[src/rtl/skbb_pkg.sv]
`timescale 1ns / 1ps
`default_nettype none
// ----------------------------------------------------------------------------
// skbb_pkg: shared types and constants of the skin tone bounding box
// fixed point color coefficients, register indexes, reset values
// ----------------------------------------------------------------------------
package skbb_pkg;

    localparam int PIX_W   = 8;
    localparam int BOX_W   = 12;
    localparam int DIM_W   = 13;
    localparam int CFG_W   = 13;
    localparam int INDEX_W = 3;

    // q16 accumulator, wide enough for every sum of the conversion
    localparam int ACC_W = 26;

    localparam logic signed [ACC_W-1:0] CB_R   = -26'sd11059;
    localparam logic signed [ACC_W-1:0] CB_G   = -26'sd21712;
    localparam logic signed [ACC_W-1:0] CB_B   = 26'sd32768;
    localparam logic signed [ACC_W-1:0] CR_R   = 26'sd32768;
    localparam logic signed [ACC_W-1:0] CR_G   = -26'sd27440;
    localparam logic signed [ACC_W-1:0] CR_B   = -26'sd5328;
    localparam logic signed [ACC_W-1:0] OFFSET = 26'sd8388608;

    typedef enum logic [INDEX_W-1:0] {
        REG_FRAME_WIDTH  = 3'd0,
        REG_FRAME_HEIGHT = 3'd1,
        REG_CB_LOW       = 3'd2,
        REG_CB_HIGH      = 3'd3,
        REG_CR_LOW       = 3'd4,
        REG_CR_HIGH      = 3'd5
    } reg_index_t;

    localparam logic [DIM_W-1:0] RST_FRAME_WIDTH  = 13'd640;
    localparam logic [DIM_W-1:0] RST_FRAME_HEIGHT = 13'd480;
    localparam logic [PIX_W-1:0] RST_CB_LOW       = 8'd95;
    localparam logic [PIX_W-1:0] RST_CB_HIGH      = 8'd120;
    localparam logic [PIX_W-1:0] RST_CR_LOW       = 8'd140;
    localparam logic [PIX_W-1:0] RST_CR_HIGH      = 8'd185;

    typedef struct packed {
        logic [PIX_W-1:0] cb_low;
        logic [PIX_W-1:0] cb_high;
        logic [PIX_W-1:0] cr_low;
        logic [PIX_W-1:0] cr_high;
    } window_t;

endpackage
`default_nettype wire

[src/rtl/skbb_ifs.sv]
`timescale 1ns / 1ps
`default_nettype none
// ----------------------------------------------------------------------------
// skbb_ifs: stream channels of the skin tone bounding box
// pixel channel in, masked pixel plus box channel out
// ----------------------------------------------------------------------------
interface skbb_pixel_if;
    import skbb_pkg::*;

    logic             valid;
    logic             ready;
    logic [PIX_W-1:0] pix_blue;
    logic [PIX_W-1:0] pix_green;
    logic [PIX_W-1:0] pix_red;

    modport source (output valid, output pix_blue, output pix_green, output pix_red,
                    input ready);
    modport sink   (input valid, input pix_blue, input pix_green, input pix_red,
                    output ready);
endinterface

interface skbb_result_if;
    import skbb_pkg::*;

    logic             valid;
    logic             ready;
    logic [PIX_W-1:0] mask_blue;
    logic [PIX_W-1:0] mask_green;
    logic [PIX_W-1:0] mask_red;
    logic             is_skin;
    logic             frame_done;
    logic             box_found;
    logic [BOX_W-1:0] box_left;
    logic [BOX_W-1:0] box_top;
    logic [BOX_W-1:0] box_right;
    logic [BOX_W-1:0] box_bottom;

    modport source (output valid, output mask_blue, output mask_green, output mask_red,
                    output is_skin, output frame_done, output box_found,
                    output box_left, output box_top, output box_right, output box_bottom,
                    input ready);
    modport sink   (input valid, input mask_blue, input mask_green, input mask_red,
                    input is_skin, input frame_done, input box_found,
                    input box_left, input box_top, input box_right, input box_bottom,
                    output ready);
endinterface
`default_nettype wire

[src/rtl/skbb_skin_detect.sv]
`timescale 1ns / 1ps
`default_nettype none
// ----------------------------------------------------------------------------
// skbb_skin_detect: chroma conversion and window test
// q16 cb/cr from bgr, floor and clamp to a byte, strict window compare
// ----------------------------------------------------------------------------
module skbb_skin_detect (
    input  wire logic [skbb_pkg::PIX_W-1:0] blue,
    input  wire logic [skbb_pkg::PIX_W-1:0] green,
    input  wire logic [skbb_pkg::PIX_W-1:0] red,
    input  wire skbb_pkg::window_t          window,
    output logic                            is_skin
);
    import skbb_pkg::*;

    logic signed [ACC_W-1:0] b_s, g_s, r_s;
    logic signed [ACC_W-1:0] cb_acc, cr_acc;
    logic [PIX_W-1:0]        cb, cr;

    // floor of q16 value, clamped to 0..255
    function automatic logic [PIX_W-1:0] to_byte(input logic signed [ACC_W-1:0] acc);
        logic [ACC_W-17:0] whole;
        begin
            whole = acc[ACC_W-1:16];
            if (acc[ACC_W-1])
                to_byte = '0;
            else if (whole > (ACC_W-16)'(255))
                to_byte = '1;
            else
                to_byte = whole[PIX_W-1:0];
        end
    endfunction

    assign b_s = $signed({{(ACC_W-PIX_W){1'b0}}, blue});
    assign g_s = $signed({{(ACC_W-PIX_W){1'b0}}, green});
    assign r_s = $signed({{(ACC_W-PIX_W){1'b0}}, red});

    assign cb_acc = CB_R * r_s + CB_G * g_s + CB_B * b_s + OFFSET;
    assign cr_acc = CR_R * r_s + CR_G * g_s + CR_B * b_s + OFFSET;

    assign cb = to_byte(cb_acc);
    assign cr = to_byte(cr_acc);

    assign is_skin = (cb > window.cb_low) && (cb < window.cb_high) &&
                     (cr > window.cr_low) && (cr < window.cr_high);

endmodule
`default_nettype wire

[src/rtl/skin_tone_bounding_box.sv]
`timescale 1ns / 1ps
`default_nettype none
// each pixel passes the input register and then the result register on its way out
// throughput: 1 pixel per cycle unless stalled, set by the single compute stage between
// the two registers; a stalled result holds while the input register takes one more pixel
// reset: async active low; counters and box cleared, config back to 640x480 and the
// default cb/cr windows, both pipeline stages empty
// ----------------------------------------------------------------------------
// skin_tone_bounding_box: ycbcr skin mask with per-frame bounding box
// masks each raster-order pixel and reports the skin box on the frame's last pixel
// ----------------------------------------------------------------------------
module skin_tone_bounding_box #(
    parameter int MAX_DIM = 4096
) (
    input  wire logic                        clk,
    input  wire logic                        rst_n,
    input  wire logic                        cfg_we,
    input  wire logic [skbb_pkg::INDEX_W-1:0] cfg_index,
    input  wire logic [skbb_pkg::CFG_W-1:0]  cfg_data,
    skbb_pixel_if.sink                       pixel,
    skbb_result_if.source                    result
);
    import skbb_pkg::*;

    // counter width covers every column/row index below MAX_DIM
    localparam int CW = $clog2(MAX_DIM);
    // compare width holds both a 13-bit size and MAX_DIM itself
    localparam int MW = $clog2(MAX_DIM + 1);
    localparam int LW = (MW > DIM_W) ? MW : DIM_W;
    localparam logic [LW-1:0] MAX_L = LW'(MAX_DIM);

    // ------------------------------------------------------------------
    // configuration registers
    // ------------------------------------------------------------------
    logic [DIM_W-1:0] frame_width_reg, frame_height_reg;
    window_t          window_reg;

    always_ff @(posedge clk or negedge rst_n)
    begin
        if (!rst_n)
        begin
            frame_width_reg    <= RST_FRAME_WIDTH;
            frame_height_reg   <= RST_FRAME_HEIGHT;
            window_reg.cb_low  <= RST_CB_LOW;
            window_reg.cb_high <= RST_CB_HIGH;
            window_reg.cr_low  <= RST_CR_LOW;
            window_reg.cr_high <= RST_CR_HIGH;
        end
        else if (cfg_we)
        begin
            unique case (cfg_index)
                REG_FRAME_WIDTH:  frame_width_reg    <= cfg_data;
                REG_FRAME_HEIGHT: frame_height_reg   <= cfg_data;
                REG_CB_LOW:       window_reg.cb_low  <= cfg_data[PIX_W-1:0];
                REG_CB_HIGH:      window_reg.cb_high <= cfg_data[PIX_W-1:0];
                REG_CR_LOW:       window_reg.cr_low  <= cfg_data[PIX_W-1:0];
                REG_CR_HIGH:      window_reg.cr_high <= cfg_data[PIX_W-1:0];
                default:          ; // unknown index, write dropped
            endcase
        end
    end

    // last index of a dimension: size 0 acts as 1, sizes above MAX_DIM saturate
    function automatic logic [LW-1:0] last_index(input logic [DIM_W-1:0] size);
        logic [LW-1:0] s;
        begin
            s = LW'(size);
            if (s == '0)
                last_index = '0;
            else if (s > MAX_L)
                last_index = MAX_L - LW'(1);
            else
                last_index = s - LW'(1);
        end
    endfunction

    // box coordinates leave as 12 bits whatever the counter width
    function automatic logic [BOX_W-1:0] to_box(input logic [CW-1:0] v);
        logic [BOX_W+CW-1:0] ext;
        begin
            ext    = {{BOX_W{1'b0}}, v};
            to_box = ext[BOX_W-1:0];
        end
    endfunction

    // ------------------------------------------------------------------
    // handshake: the result register parts the two sides
    // ------------------------------------------------------------------
    logic s1_valid_reg;
    logic res_valid_reg;
    logic advance;

    assign advance     = !res_valid_reg || result.ready;
    assign pixel.ready = !s1_valid_reg || advance;

    // input register
    logic [PIX_W-1:0] s1_blue_reg, s1_green_reg, s1_red_reg;

    always_ff @(posedge clk or negedge rst_n)
    begin
        if (!rst_n)
            s1_valid_reg <= 1'b0;
        else if (pixel.ready)
            s1_valid_reg <= pixel.valid;
    end

    always_ff @(posedge clk)
    begin
        if (pixel.valid && pixel.ready)
        begin
            s1_blue_reg  <= pixel.pix_blue;
            s1_green_reg <= pixel.pix_green;
            s1_red_reg   <= pixel.pix_red;
        end
    end

    // ------------------------------------------------------------------
    // compute stage: skin test, raster position, box tracking
    // ------------------------------------------------------------------
    logic skin;

    skbb_skin_detect u_detect (
        .blue    (s1_blue_reg),
        .green   (s1_green_reg),
        .red     (s1_red_reg),
        .window  (window_reg),
        .is_skin (skin)
    );

    logic [CW-1:0] column_reg, row_reg;
    logic [CW-1:0] min_col_reg, min_row_reg, max_col_reg, max_row_reg;
    logic          any_found_reg;

    logic [CW-1:0] min_col_next, min_row_next, max_col_next, max_row_next;
    logic          any_found_next;
    logic          last_col, last_row, done;
    logic          first_hit;

    // a counter past a shrunken size still counts as on the last column/row
    assign last_col = LW'(column_reg) >= last_index(frame_width_reg);
    assign last_row = LW'(row_reg) >= last_index(frame_height_reg);
    assign done     = last_col && last_row;

    assign first_hit = skin && !any_found_reg;

    // box including the current pixel
    always_comb
    begin
        min_col_next   = min_col_reg;
        min_row_next   = min_row_reg;
        max_col_next   = max_col_reg;
        max_row_next   = max_row_reg;
        any_found_next = any_found_reg || skin;
        if (first_hit)
        begin
            min_col_next = column_reg;
            max_col_next = column_reg;
            min_row_next = row_reg;
            max_row_next = row_reg;
        end
        else if (skin)
        begin
            if (column_reg < min_col_reg) min_col_next = column_reg;
            if (column_reg > max_col_reg) max_col_next = column_reg;
            if (row_reg < min_row_reg)    min_row_next = row_reg;
            if (row_reg > max_row_reg)    max_row_next = row_reg;
        end
    end

    logic step;
    assign step = s1_valid_reg && advance;

    always_ff @(posedge clk or negedge rst_n)
    begin
        if (!rst_n)
        begin
            column_reg    <= '0;
            row_reg       <= '0;
            min_col_reg   <= '1;
            min_row_reg   <= '1;
            max_col_reg   <= '0;
            max_row_reg   <= '0;
            any_found_reg <= 1'b0;
        end
        else if (step)
        begin
            if (done)
            begin
                // frame end: rewind and clear the box
                column_reg    <= '0;
                row_reg       <= '0;
                min_col_reg   <= '1;
                min_row_reg   <= '1;
                max_col_reg   <= '0;
                max_row_reg   <= '0;
                any_found_reg <= 1'b0;
            end
            else
            begin
                if (last_col)
                begin
                    column_reg <= '0;
                    row_reg    <= row_reg + CW'(1);
                end
                else
                begin
                    column_reg <= column_reg + CW'(1);
                end
                min_col_reg   <= min_col_next;
                min_row_reg   <= min_row_next;
                max_col_reg   <= max_col_next;
                max_row_reg   <= max_row_next;
                any_found_reg <= any_found_next;
            end
        end
    end

    // ------------------------------------------------------------------
    // result register
    // ------------------------------------------------------------------
    logic             report;
    logic [PIX_W-1:0] mask_blue_reg, mask_green_reg, mask_red_reg;
    logic             is_skin_reg, frame_done_reg, box_found_reg;
    logic [BOX_W-1:0] box_left_reg, box_top_reg, box_right_reg, box_bottom_reg;

    assign report = done && any_found_next;

    always_ff @(posedge clk or negedge rst_n)
    begin
        if (!rst_n)
            res_valid_reg <= 1'b0;
        else if (advance)
            res_valid_reg <= s1_valid_reg;
    end

    always_ff @(posedge clk)
    begin
        if (step)
        begin
            mask_blue_reg  <= skin ? s1_blue_reg  : '0;
            mask_green_reg <= skin ? s1_green_reg : '0;
            mask_red_reg   <= skin ? s1_red_reg   : '0;
            is_skin_reg    <= skin;
            frame_done_reg <= done;
            box_found_reg  <= report;
            box_left_reg   <= report ? to_box(min_col_next) : '0;
            box_top_reg    <= report ? to_box(min_row_next) : '0;
            box_right_reg  <= report ? to_box(max_col_next) : '0;
            box_bottom_reg <= report ? to_box(max_row_next) : '0;
        end
    end

    assign result.valid      = res_valid_reg;
    assign result.mask_blue  = mask_blue_reg;
    assign result.mask_green = mask_green_reg;
    assign result.mask_red   = mask_red_reg;
    assign result.is_skin    = is_skin_reg;
    assign result.frame_done = frame_done_reg;
    assign result.box_found  = box_found_reg;
    assign result.box_left   = box_left_reg;
    assign result.box_top    = box_top_reg;
    assign result.box_right  = box_right_reg;
    assign result.box_bottom = box_bottom_reg;

endmodule
`default_nettype wire
[src/flat_wrapper.sv]
// flat-port wrapper written by rule: the top's interface ports become plain ports
module skin_tone_bounding_box_flat import skbb_pkg::*;
#(
    parameter int MAX_DIM = 4096
)
  (clk, rst_n, cfg_we, cfg_index, cfg_data, pixel_valid, pixel_pix_blue, pixel_pix_green, pixel_pix_red, pixel_ready, result_valid, result_mask_blue, result_mask_green, result_mask_red, result_is_skin, result_frame_done, result_box_found, result_box_left, result_box_top, result_box_right, result_box_bottom, result_ready);
  skbb_pixel_if pixel_i ();
  skbb_result_if result_i ();
  input  wire logic clk;
  input  wire logic rst_n;
  input  wire logic cfg_we;
  input  wire logic [skbb_pkg::INDEX_W-1:0] cfg_index;
  input  wire logic [skbb_pkg::CFG_W-1:0] cfg_data;
  input wire logic [$bits(pixel_i.valid)-1:0] pixel_valid;
  input wire logic [$bits(pixel_i.pix_blue)-1:0] pixel_pix_blue;
  input wire logic [$bits(pixel_i.pix_green)-1:0] pixel_pix_green;
  input wire logic [$bits(pixel_i.pix_red)-1:0] pixel_pix_red;
  output wire logic [$bits(pixel_i.ready)-1:0] pixel_ready;
  output wire logic [$bits(result_i.valid)-1:0] result_valid;
  output wire logic [$bits(result_i.mask_blue)-1:0] result_mask_blue;
  output wire logic [$bits(result_i.mask_green)-1:0] result_mask_green;
  output wire logic [$bits(result_i.mask_red)-1:0] result_mask_red;
  output wire logic [$bits(result_i.is_skin)-1:0] result_is_skin;
  output wire logic [$bits(result_i.frame_done)-1:0] result_frame_done;
  output wire logic [$bits(result_i.box_found)-1:0] result_box_found;
  output wire logic [$bits(result_i.box_left)-1:0] result_box_left;
  output wire logic [$bits(result_i.box_top)-1:0] result_box_top;
  output wire logic [$bits(result_i.box_right)-1:0] result_box_right;
  output wire logic [$bits(result_i.box_bottom)-1:0] result_box_bottom;
  input wire logic [$bits(result_i.ready)-1:0] result_ready;
  assign pixel_i.valid = pixel_valid;
  assign pixel_i.pix_blue = pixel_pix_blue;
  assign pixel_i.pix_green = pixel_pix_green;
  assign pixel_i.pix_red = pixel_pix_red;
  assign pixel_ready = pixel_i.ready;
  assign result_valid = result_i.valid;
  assign result_mask_blue = result_i.mask_blue;
  assign result_mask_green = result_i.mask_green;
  assign result_mask_red = result_i.mask_red;
  assign result_is_skin = result_i.is_skin;
  assign result_frame_done = result_i.frame_done;
  assign result_box_found = result_i.box_found;
  assign result_box_left = result_i.box_left;
  assign result_box_top = result_i.box_top;
  assign result_box_right = result_i.box_right;
  assign result_box_bottom = result_i.box_bottom;
  assign result_i.ready = result_ready;
  skin_tone_bounding_box #(.MAX_DIM(MAX_DIM)) u_core (.clk(clk), .rst_n(rst_n), .cfg_we(cfg_we), .cfg_index(cfg_index), .cfg_data(cfg_data), .pixel(pixel_i), .result(result_i));
endmodule
[config.mk]
export PLATFORM = sky130hd
export DESIGN_NAME = skin_tone_bounding_box_flat
export DESIGN_NICKNAME = d
export VERILOG_FILES = /design/src/rtl/skbb_pkg.sv /design/src/rtl/skbb_ifs.sv /design/src/rtl/skbb_skin_detect.sv /design/src/rtl/skin_tone_bounding_box.sv /design/src/flat_wrapper.sv
export SDC_FILE = /design/constraint.sdc
export NUM_CORES = 1
export LEC_CHECK = 0
export BUFFER_PORTS_ARGS = -buffer_cell sky130_fd_sc_hd__clkbuf_2
export CORE_ASPECT_RATIO = 1.5
export CORE_UTILIZATION = 57
export DETAILED_ROUTE_END_ITERATION = 7
export HOLD_SLACK_MARGIN = 0.1
export PLACE_DENSITY = 0.78
export SYNTH_ARGS = -nofsm -noshare
export SYNTH_HDL_FRONTEND = slang
export SYNTH_SLANG_ARGS = --single-unit
[constraint.sdc]
create_clock -name clk -period 9.05 [get_ports clk]
set_clock_uncertainty 0.15 [all_clocks]
set_input_delay 0 -clock clk [delete_from_list [all_inputs] [get_ports clk]]
set_output_delay 0 -clock clk [all_outputs]
set_load 0.02 [all_outputs]
# Word-level counts from Yosys, hierarchy flattened
# Index checks and enable logic that the tools add are counted.
classes:
  n_addsub: 10
  mul: 4
  n_lt_le_gt_ge: 14
  n_eq_ne: 5
  n_mux: 29
  reduce_logical: 25
ops:
  columns: ["op", "n"]
  rows:
  - ["2-to-1 mux 12 bit", 20]
  - ["adder 24 x 25 -> 26 bit", 2]
  - ["adder 26 x 25 -> 26 bit (second input constant)", 2]
  - ["2-to-1 mux 13 bit", 4]
  - ["multiplier 12 x 9 -> 21 bit (first input constant)", 2]
  - ["2-to-1 mux 8 bit", 4]
  - ["adder 26 x 23 -> 26 bit", 1]
  - ["adder 26 x 24 -> 26 bit", 1]
  - ["greater-or-equal comparator 12 x 13 -> 1 bit", 2]
  - ["> comparator 13 bit (second input constant)", 2]
  - ["zero test 13 bit", 2]
  - ["subtractor 13 x 1 -> 13 bit (second input constant)", 2]
  - ["adder 12 x 1 -> 12 bit (second input constant)", 2]
  - ["> comparator 12 bit", 2]
  - ["< comparator 12 bit", 2]
  - ["multiplier 15 x 9 -> 24 bit (first input constant)", 1]
  - ["> comparator 10 x 8 -> 1 bit (second input constant)", 2]
  - ["multiplier 10 x 9 -> 19 bit (first input constant)", 1]
  - ["> comparator 8 bit", 2]
  - ["< comparator 8 bit", 2]
  - ["AND reduction 2 bit", 7]
  - ["logical AND 1 bit", 8]
  - ["== test 3 x 2 -> 1 bit (second input constant)", 2]
  - ["== test 3 bit (second input constant)", 2]
  - ["other kinds (6)", 10]
totals:
  register_bits: 232
  inputBits: 45

# Longest topological paths before layout
logic_depth:
  word_depth: 14
  ltp_mapped: 50
  depth_no_buf: 48

# Modules after synthesis
# From an unflattened synthesis, not the netlist that was laid out.
unflattened:
  hier_cells: 2173
  hier_area_um2: 22230.1
modules_own_cells:
  columns: ["module", "instances", "cells_each", "area_per_inst_um2"]
  rows:
  - ["skin_tone_bounding_box", 1, 993, 11562.3]
  - ["skbb_skin_detect", 1, 1180, 10667.7]

# Worst setup path before layout
# No wires, ideal clock.
synth_timing:
  path_kind: "register -> register"
  start: "reg u_core.s1_green_reg[1]"
  end: "reg u_core.box_top_reg[10], in the netlist u_core.result.box_top[10] (data pin)"
  t_arrival_ns: 9.472
  setup_slack_ns: -0.831
  path_stages_with_launch: 46
  n_path_buf: 2
  period_less_slack_ns: 9.881
  path_cell_list: "edfxtp_1 -> inv_1 -> ha_1 -> fa_1 -> inv_1 -> ha_1 -> fa_1 -> ha_1 -> nor2b_1 -> o31a_1 -> o21ai_0 -> a21boi_0 -> o21a_1 -> o21a_1 -> or2_2 -> fa_1 -> fa_1 -> fa_1 -> (+10 left out) -> nand2b_1 -> xnor2_1 -> a21oi_1 -> ha_1 -> and3_1 -> nand3_1 -> nor3_1 -> nor2_1 -> nand2_1 -> nand2_1 -> a21o_1 -> a31oi_4 -> nand3_2 -> inv_2 -> buf_4 -> buf_4 -> nor4_1 -> a211o_1"
synth_via:
  elab_chain_len: 13
  word_cells_on_any_way: 26
  cone_classes: "add/sub: 6; mul: 2; order compare: 6; mux: 6; reduce/logical: 6"
synth_lines:
  columns: ["element", "line_no", "text"]
  rows:
  - ["start: declaration", "skin_tone_bounding_box.sv:97", "logic [PIX_W-1:0] s1_blue_reg, s1_green_reg, s1_red_reg;"]
  - ["start signal: assignment", "skin_tone_bounding_box.sv:112", "s1_green_reg <= pixel.pix_green;"]
  - ["multiplier 12 x 9 -> 21 bit", "skbb_skin_detect.sv:38", "assign cb_acc = CB_R * r_s + CB_G * g_s + CB_B * b_s + OFFSET;"]
  - ["adder 24 x 25 -> 26 bit", "skbb_skin_detect.sv:38", null]
  - ["adder 26 x 24 -> 26 bit", "skbb_skin_detect.sv:38", null]
  - ["adder 26 x 25 -> 26 bit", "skbb_skin_detect.sv:38", null]
  - ["> comparator 10 x 8 -> 1 bit", "skbb_skin_detect.sv:27", "else if (whole > (ACC_W-16)'(255))"]
  - ["2-to-1 mux 8 bit", "skbb_skin_detect.sv:27", null]
  - ["2-to-1 mux 8 bit", "skbb_skin_detect.sv:25", "if (acc[ACC_W-1])"]
  - ["> comparator 8 bit or < comparator 8 bit (tied branches)", "skbb_skin_detect.sv:44", "assign is_skin = (cb > window.cb_low) && (cb < window.cb_high) &&"]
  - ["logical AND 1 bit (2 in a row)", "skbb_skin_detect.sv:44", null]
  - ["logical AND 1 bit *", "skbb_skin_detect.sv:45", "(cr > window.cr_low) && (cr < window.cr_high);"]
  - ["2-to-1 mux 12 bit, or another cell as far along", "skin_tone_bounding_box.sv:161", "else if (skin)"]
  - ["2-to-1 mux 12 bit or logical AND 1 bit (tied branches)", "skin_tone_bounding_box.sv:154, skin_tone_bounding_box.sv:226", null]
  - ["end signal: assignment", "skin_tone_bounding_box.sv:247", "box_top_reg <= report ? to_box(min_row_next) : '0;"]
  - ["end: declaration", "skin_tone_bounding_box.sv:224", "logic [BOX_W-1:0] box_left_reg, box_top_reg, box_right_reg, box_bottom_reg;"]
# Every way passes the cells marked *; elsewhere a longest branch is shown, timed or not.
# A chain may end at the register's enable or synchronous reset.

# Worst setup path after layout
layout_timing:
  start: "reg u_core.s1_green_reg[1]"
  end: "reg u_core.box_bottom_reg[6], in the netlist u_core.result.box_bottom[6] (data pin)"
layout_via:
  elab_chain_len: 13
  word_cells_on_any_way: 26
  cone_classes: "add/sub: 6; mul: 2; order compare: 6; mux: 6; reduce/logical: 6"
layout_lines:
  columns: ["element", "line_no", "text"]
  rows:
  - ["multiplier 12 x 9 -> 21 bit", "skbb_skin_detect.sv:38", null]
  - ["adder 24 x 25 -> 26 bit", "skbb_skin_detect.sv:38", null]
  - ["adder 26 x 24 -> 26 bit", "skbb_skin_detect.sv:38", null]
  - ["adder 26 x 25 -> 26 bit", "skbb_skin_detect.sv:38", null]
  - ["> comparator 10 x 8 -> 1 bit", "skbb_skin_detect.sv:27", null]
  - ["2-to-1 mux 8 bit", "skbb_skin_detect.sv:27", null]
  - ["2-to-1 mux 8 bit", "skbb_skin_detect.sv:25", null]
  - ["> comparator 8 bit or < comparator 8 bit (tied branches)", "skbb_skin_detect.sv:44", null]
  - ["logical AND 1 bit (2 in a row)", "skbb_skin_detect.sv:44", null]
  - ["logical AND 1 bit *", "skbb_skin_detect.sv:45", null]
  - ["2-to-1 mux 12 bit, or another cell as far along", "skin_tone_bounding_box.sv:161", null]
  - ["2-to-1 mux 12 bit or logical AND 1 bit (tied branches)", "skin_tone_bounding_box.sv:154, skin_tone_bounding_box.sv:226", null]
  - ["end signal: assignment", "skin_tone_bounding_box.sv:249", "box_bottom_reg <= report ? to_box(max_row_next) : '0;"]
  - ["end: declaration", "skin_tone_bounding_box.sv:224", null]
# Marks and branches as above.

==> out/metrics.sh <==
STATUS='finished, violations left'
VIOLATED_CHECKS='setup timing'
CLKLATENCYLATEPIN_NS=0.58
DIE_HEIGHT_UM=245
HOLD_END='u_core.result.valid'
SYNTH_ENABLE_FLOP_CELLS=99
PLACEMENT.IO_BUFFERS=121
SYNTH-MAIN-FF-CELL='edfxtp_1'
WORST-R2R-CELL-COUNT=44
FIN_CELLS=3135
MET2WIRELENGTH_MM=33.4
SLEW_VIOL_FINAL=0
FP.DIEAREA_UM2=40300
SYN2LAYOUT_AREA_GROWTH_PCT=23.1
WORST_SLACK_NS=-0.787
DETAILROUTE.WIRELENGTH.MET3_MM=2.91
POST_SYNTH.CELL_AREA_AVG_UM2=10.1
ACHIEVABLE-FREQUENCY_GHz=0.102
WORST_SETUP_PATH_TYPE='reg -> reg'
REG2REG_FROM='u_core.s1_green_reg[1]'
LARGEST_REGISTER_FFS=32
NUMBER_OF_VIAS_PER_CELL_AFTER_DETAILED_ROUTING=5.89
DRT-INITIAL-DRC-COUNT=1048
TIMING.HOLD.WORST_PATH_DEPTH=4
YS_TOP_CELLS_BY_COUNT='inv_1 (423), ha_1 (340), fa_1 (171)'
STD_CELL_ROWS=88
SYNTH-ASYNC-RESET-RATIO_PCT=57.3
MOST_NUMEROUS_CELL_IN_THE_YOSYS_NETLIST='inv_1'
DRTANTENNAVIOLNETS=0
CTS-BUFFERS-INSERTED=25
VIA_COUNT_OF_THE_FIRST_GLOBAL_ROUTING_PASS=19800
CLKTRANSATPATHREGS_NS=0.07
POST_ROUTE_CELLS_DRIVE_ABOVE_1_SHARE_PCT=23.0
CP_MAX_FO=8
CP-END-KIND='flop'
WORSTREG2REGEND='u_core.result.box_bottom[6]'
IOS=122
CP_DATA_ARRIVAL_TIME_NS=10.09
SYNTH.FF_LATCH_COUNT=232
PERIOD_SHARE_PCT=109
TIGHTESTPINTRANSITION_NS=1.27
CORE_UM2=38600
SYNTH_SEQUENTIAL_AREA_RATIO_PCT=28.3
YOSYS_WARNINGS=0
DIE_W_UM=164
N_ANTENNA_CELL=0
STARTPOINT_TYPE='flop'
CTS_TREE='yes'
DRT_FIRST_PASS_ITERS=6
DR.MAX_LAYER_USED='met4'
DPL_CELL_AREA_UM2=25000
CTS-HTREE-LEVELS=1
HOLD_SLACK_NS=0.118
POST-ROUTE-MIN-PERIOD_NS=9.84
GRT.OVERFLOW.TOTAL=0
MIN_PATH_TYPE='in -> reg'
CTSLONGESTPATHBUFFERS=3
FINAL-SETUP-VIOL-COUNT=123
DRCVIOLATIONCOUNT=0
FLOORPLAN.INITIALDENSITY_PCT=58.2
CLOCK_TREE.ROOT_CELL='clkbuf_16'
TIMING.FINAL.HOLD_VIOLATIONS=0
DP_HPWL_MM=46.8
MAPPED_CELL_AREA_UM2=22500
MAXIMUM_SINGLE_STAGE_DELAY_ON_THE_CRITICAL_PATH_NS=0.63
SYNTH.NET_COUNT=2793
GPL.FINAL_WEIGHTED_CONGESTION=0.964
GRT_START_MAX_NET_PINS=72
LAYOUT.CELL_AREA.NON_FILLER_UM2=27700
CRIT_SLOWEST_CELL='fa_2'
NUM_VIAS=18500
WL_PER_CELL_UM=20.1
PLACE_WS_NS=-0.833
R2R_SETUP_SLACK_NS=-0.79
CTS.SINK_COUNT=232
WL_MM=63.1
SYNTH.TOP_CELL.AREA_SHARE_PCT=18.9
GLOBAL_ROUTE.USAGE.TOTAL_PCT=31.6
SYNTH_AREA_LEADERS='ha_1 (19%), fa_1 (15%), edfxtp_1 (13%), dfrtp_1 (9.5%), inv_1 (7.1%)'
GRT_ANTENNA_BEFORE_REPAIR=0
TIMING.MAX_SLEW.REL_SLACK_PCT=14.9
FIRST_PASS_GRT_WIRE_LENGTH_MM=98.0
TIMING.CRITICAL_PATH.MODE_CELL='fa_1'
PLACED_CELLS=2968
RSZ0062_AT_GRT='true'
SYNTHDISTINCTLIBCELLS=80
TIMING.MAX_CAP.VIOLATIONS=0
POST_SYNTH_INST_COUNT=2237
NNETSFINAL=3177
ROUTE.LAYER.MET1.WL_MM=21.3
SYNTH_LARGEST_AREA_CELL='ha_1'
WORST_EP_REQUIRED_TIME_NS=9.30
WORST_HOLD_STARTPOINT='result_ready'
[area by class of cell]
class | count | area, µm²
Clock buffer | 31 | 733
Clock inverter | 15 | 118
Fill cell | 2638 | 11000
Inverter | 425 | 1610
Multi-Input combinational cell | 1519 | 15000
Sequential cell | 232 | 6360
Tap cell | 495 | 619
Timing Repair Buffer | 418 | 3240
[critical path: cells and delay by family, from the launching register on]
| kind | cells | cell delay, ns |
|---|---|---|
| compound gates | 9 | 1.75 |
| buf+inv | 15 | 1.71 |
| simple gates | 8 | 0.96 |
| fa+ha+maj | 10 | 4.38 |
| xor+xnor | 2 | 0.32 |
| flops | 1 | 0.39 |
[stage by stage]
| step | setup TNS (ns) | utilization (%) |
|---|---|---|
| 2_1_floorplan | -10.73 | - |
| 3_5_place_dp | -83.32 | 64.8 |
| 4_1_cts | -60.08 | 70.6 |
| 5_1_grt | -124.52 | 71.6 |
| 3_3_place_gp | -60.84 | 64.8 |
| 6_report | -81.99 | 71.6 |
[cell usage in the layout, fill, tap and decap left out, drive strengths merged, types with 25 or more instances in the layout]
master / instances
a211o: 25
a21o: 40
a21oi: 109
and3: 34
buf: 212
clkbuf: 153
dfrtp: 85
dfstp: 48
dlygate4sd3: 82
edfxtp: 99
fa: 171
ha: 340
inv: 431
mux2: 40
nand2: 75
nand3: 38
nand4: 25
nor2: 93
nor3: 38
nor4: 32
o21ai: 90
xnor2: 73
xor2: 30
[worst max path at each step]
stage,start,end,cells after the start
after floorplan,u_core.s1_green_reg[1],u_core.result.box_top[1],45
after global placement,u_core.s1_green_reg[2],u_core.result.box_bottom[0],44
after detailed placement,u_core.s1_green_reg[1],u_core.result.box_bottom[11],45
after CTS,u_core.s1_green_reg[2],u_core.result.box_left[10],44
after global routing,u_core.s1_green_reg[1],u_core.result.box_bottom[6],44
final,u_core.s1_green_reg[1],u_core.result.box_bottom[6],44
[cell families after synthesis]
logic type                 count (synthesis)  synth area share, %
adders and majority gates                513                 34.2
buffers and inverters                    487                 8.33
AOI/OAI and AO/OA                        436                 13.1
and+or+nand+nor                          422                 9.75
DFF                                      232                 28.3
xor gates and xnor gates                 104                 4.11
muxes                                     43                 2.15
[routing by layer]
metal | up-vias | global-route usage, %
met5 | - | 0
met4 | 0 | 23.7
met3 | 282 | 3.72
met2 | 668 | 58.4
met1 | 9067 | 31.8
li1 | 8462 | -
[repair_timing]
action                                 in CTS  in global routing
gates cloned                                7                  2
setup endpoints to repair                 123                123
endpoints found under the hold margin     146                  0
resized for setup                          74                 57
hold buffers                               83                  0
pin swaps                                  45                 60
buffers inserted                           15                 14
Power is not shown: default switching activity piles up to over one toggle a cycle in this logic, so the estimate is an artifact.
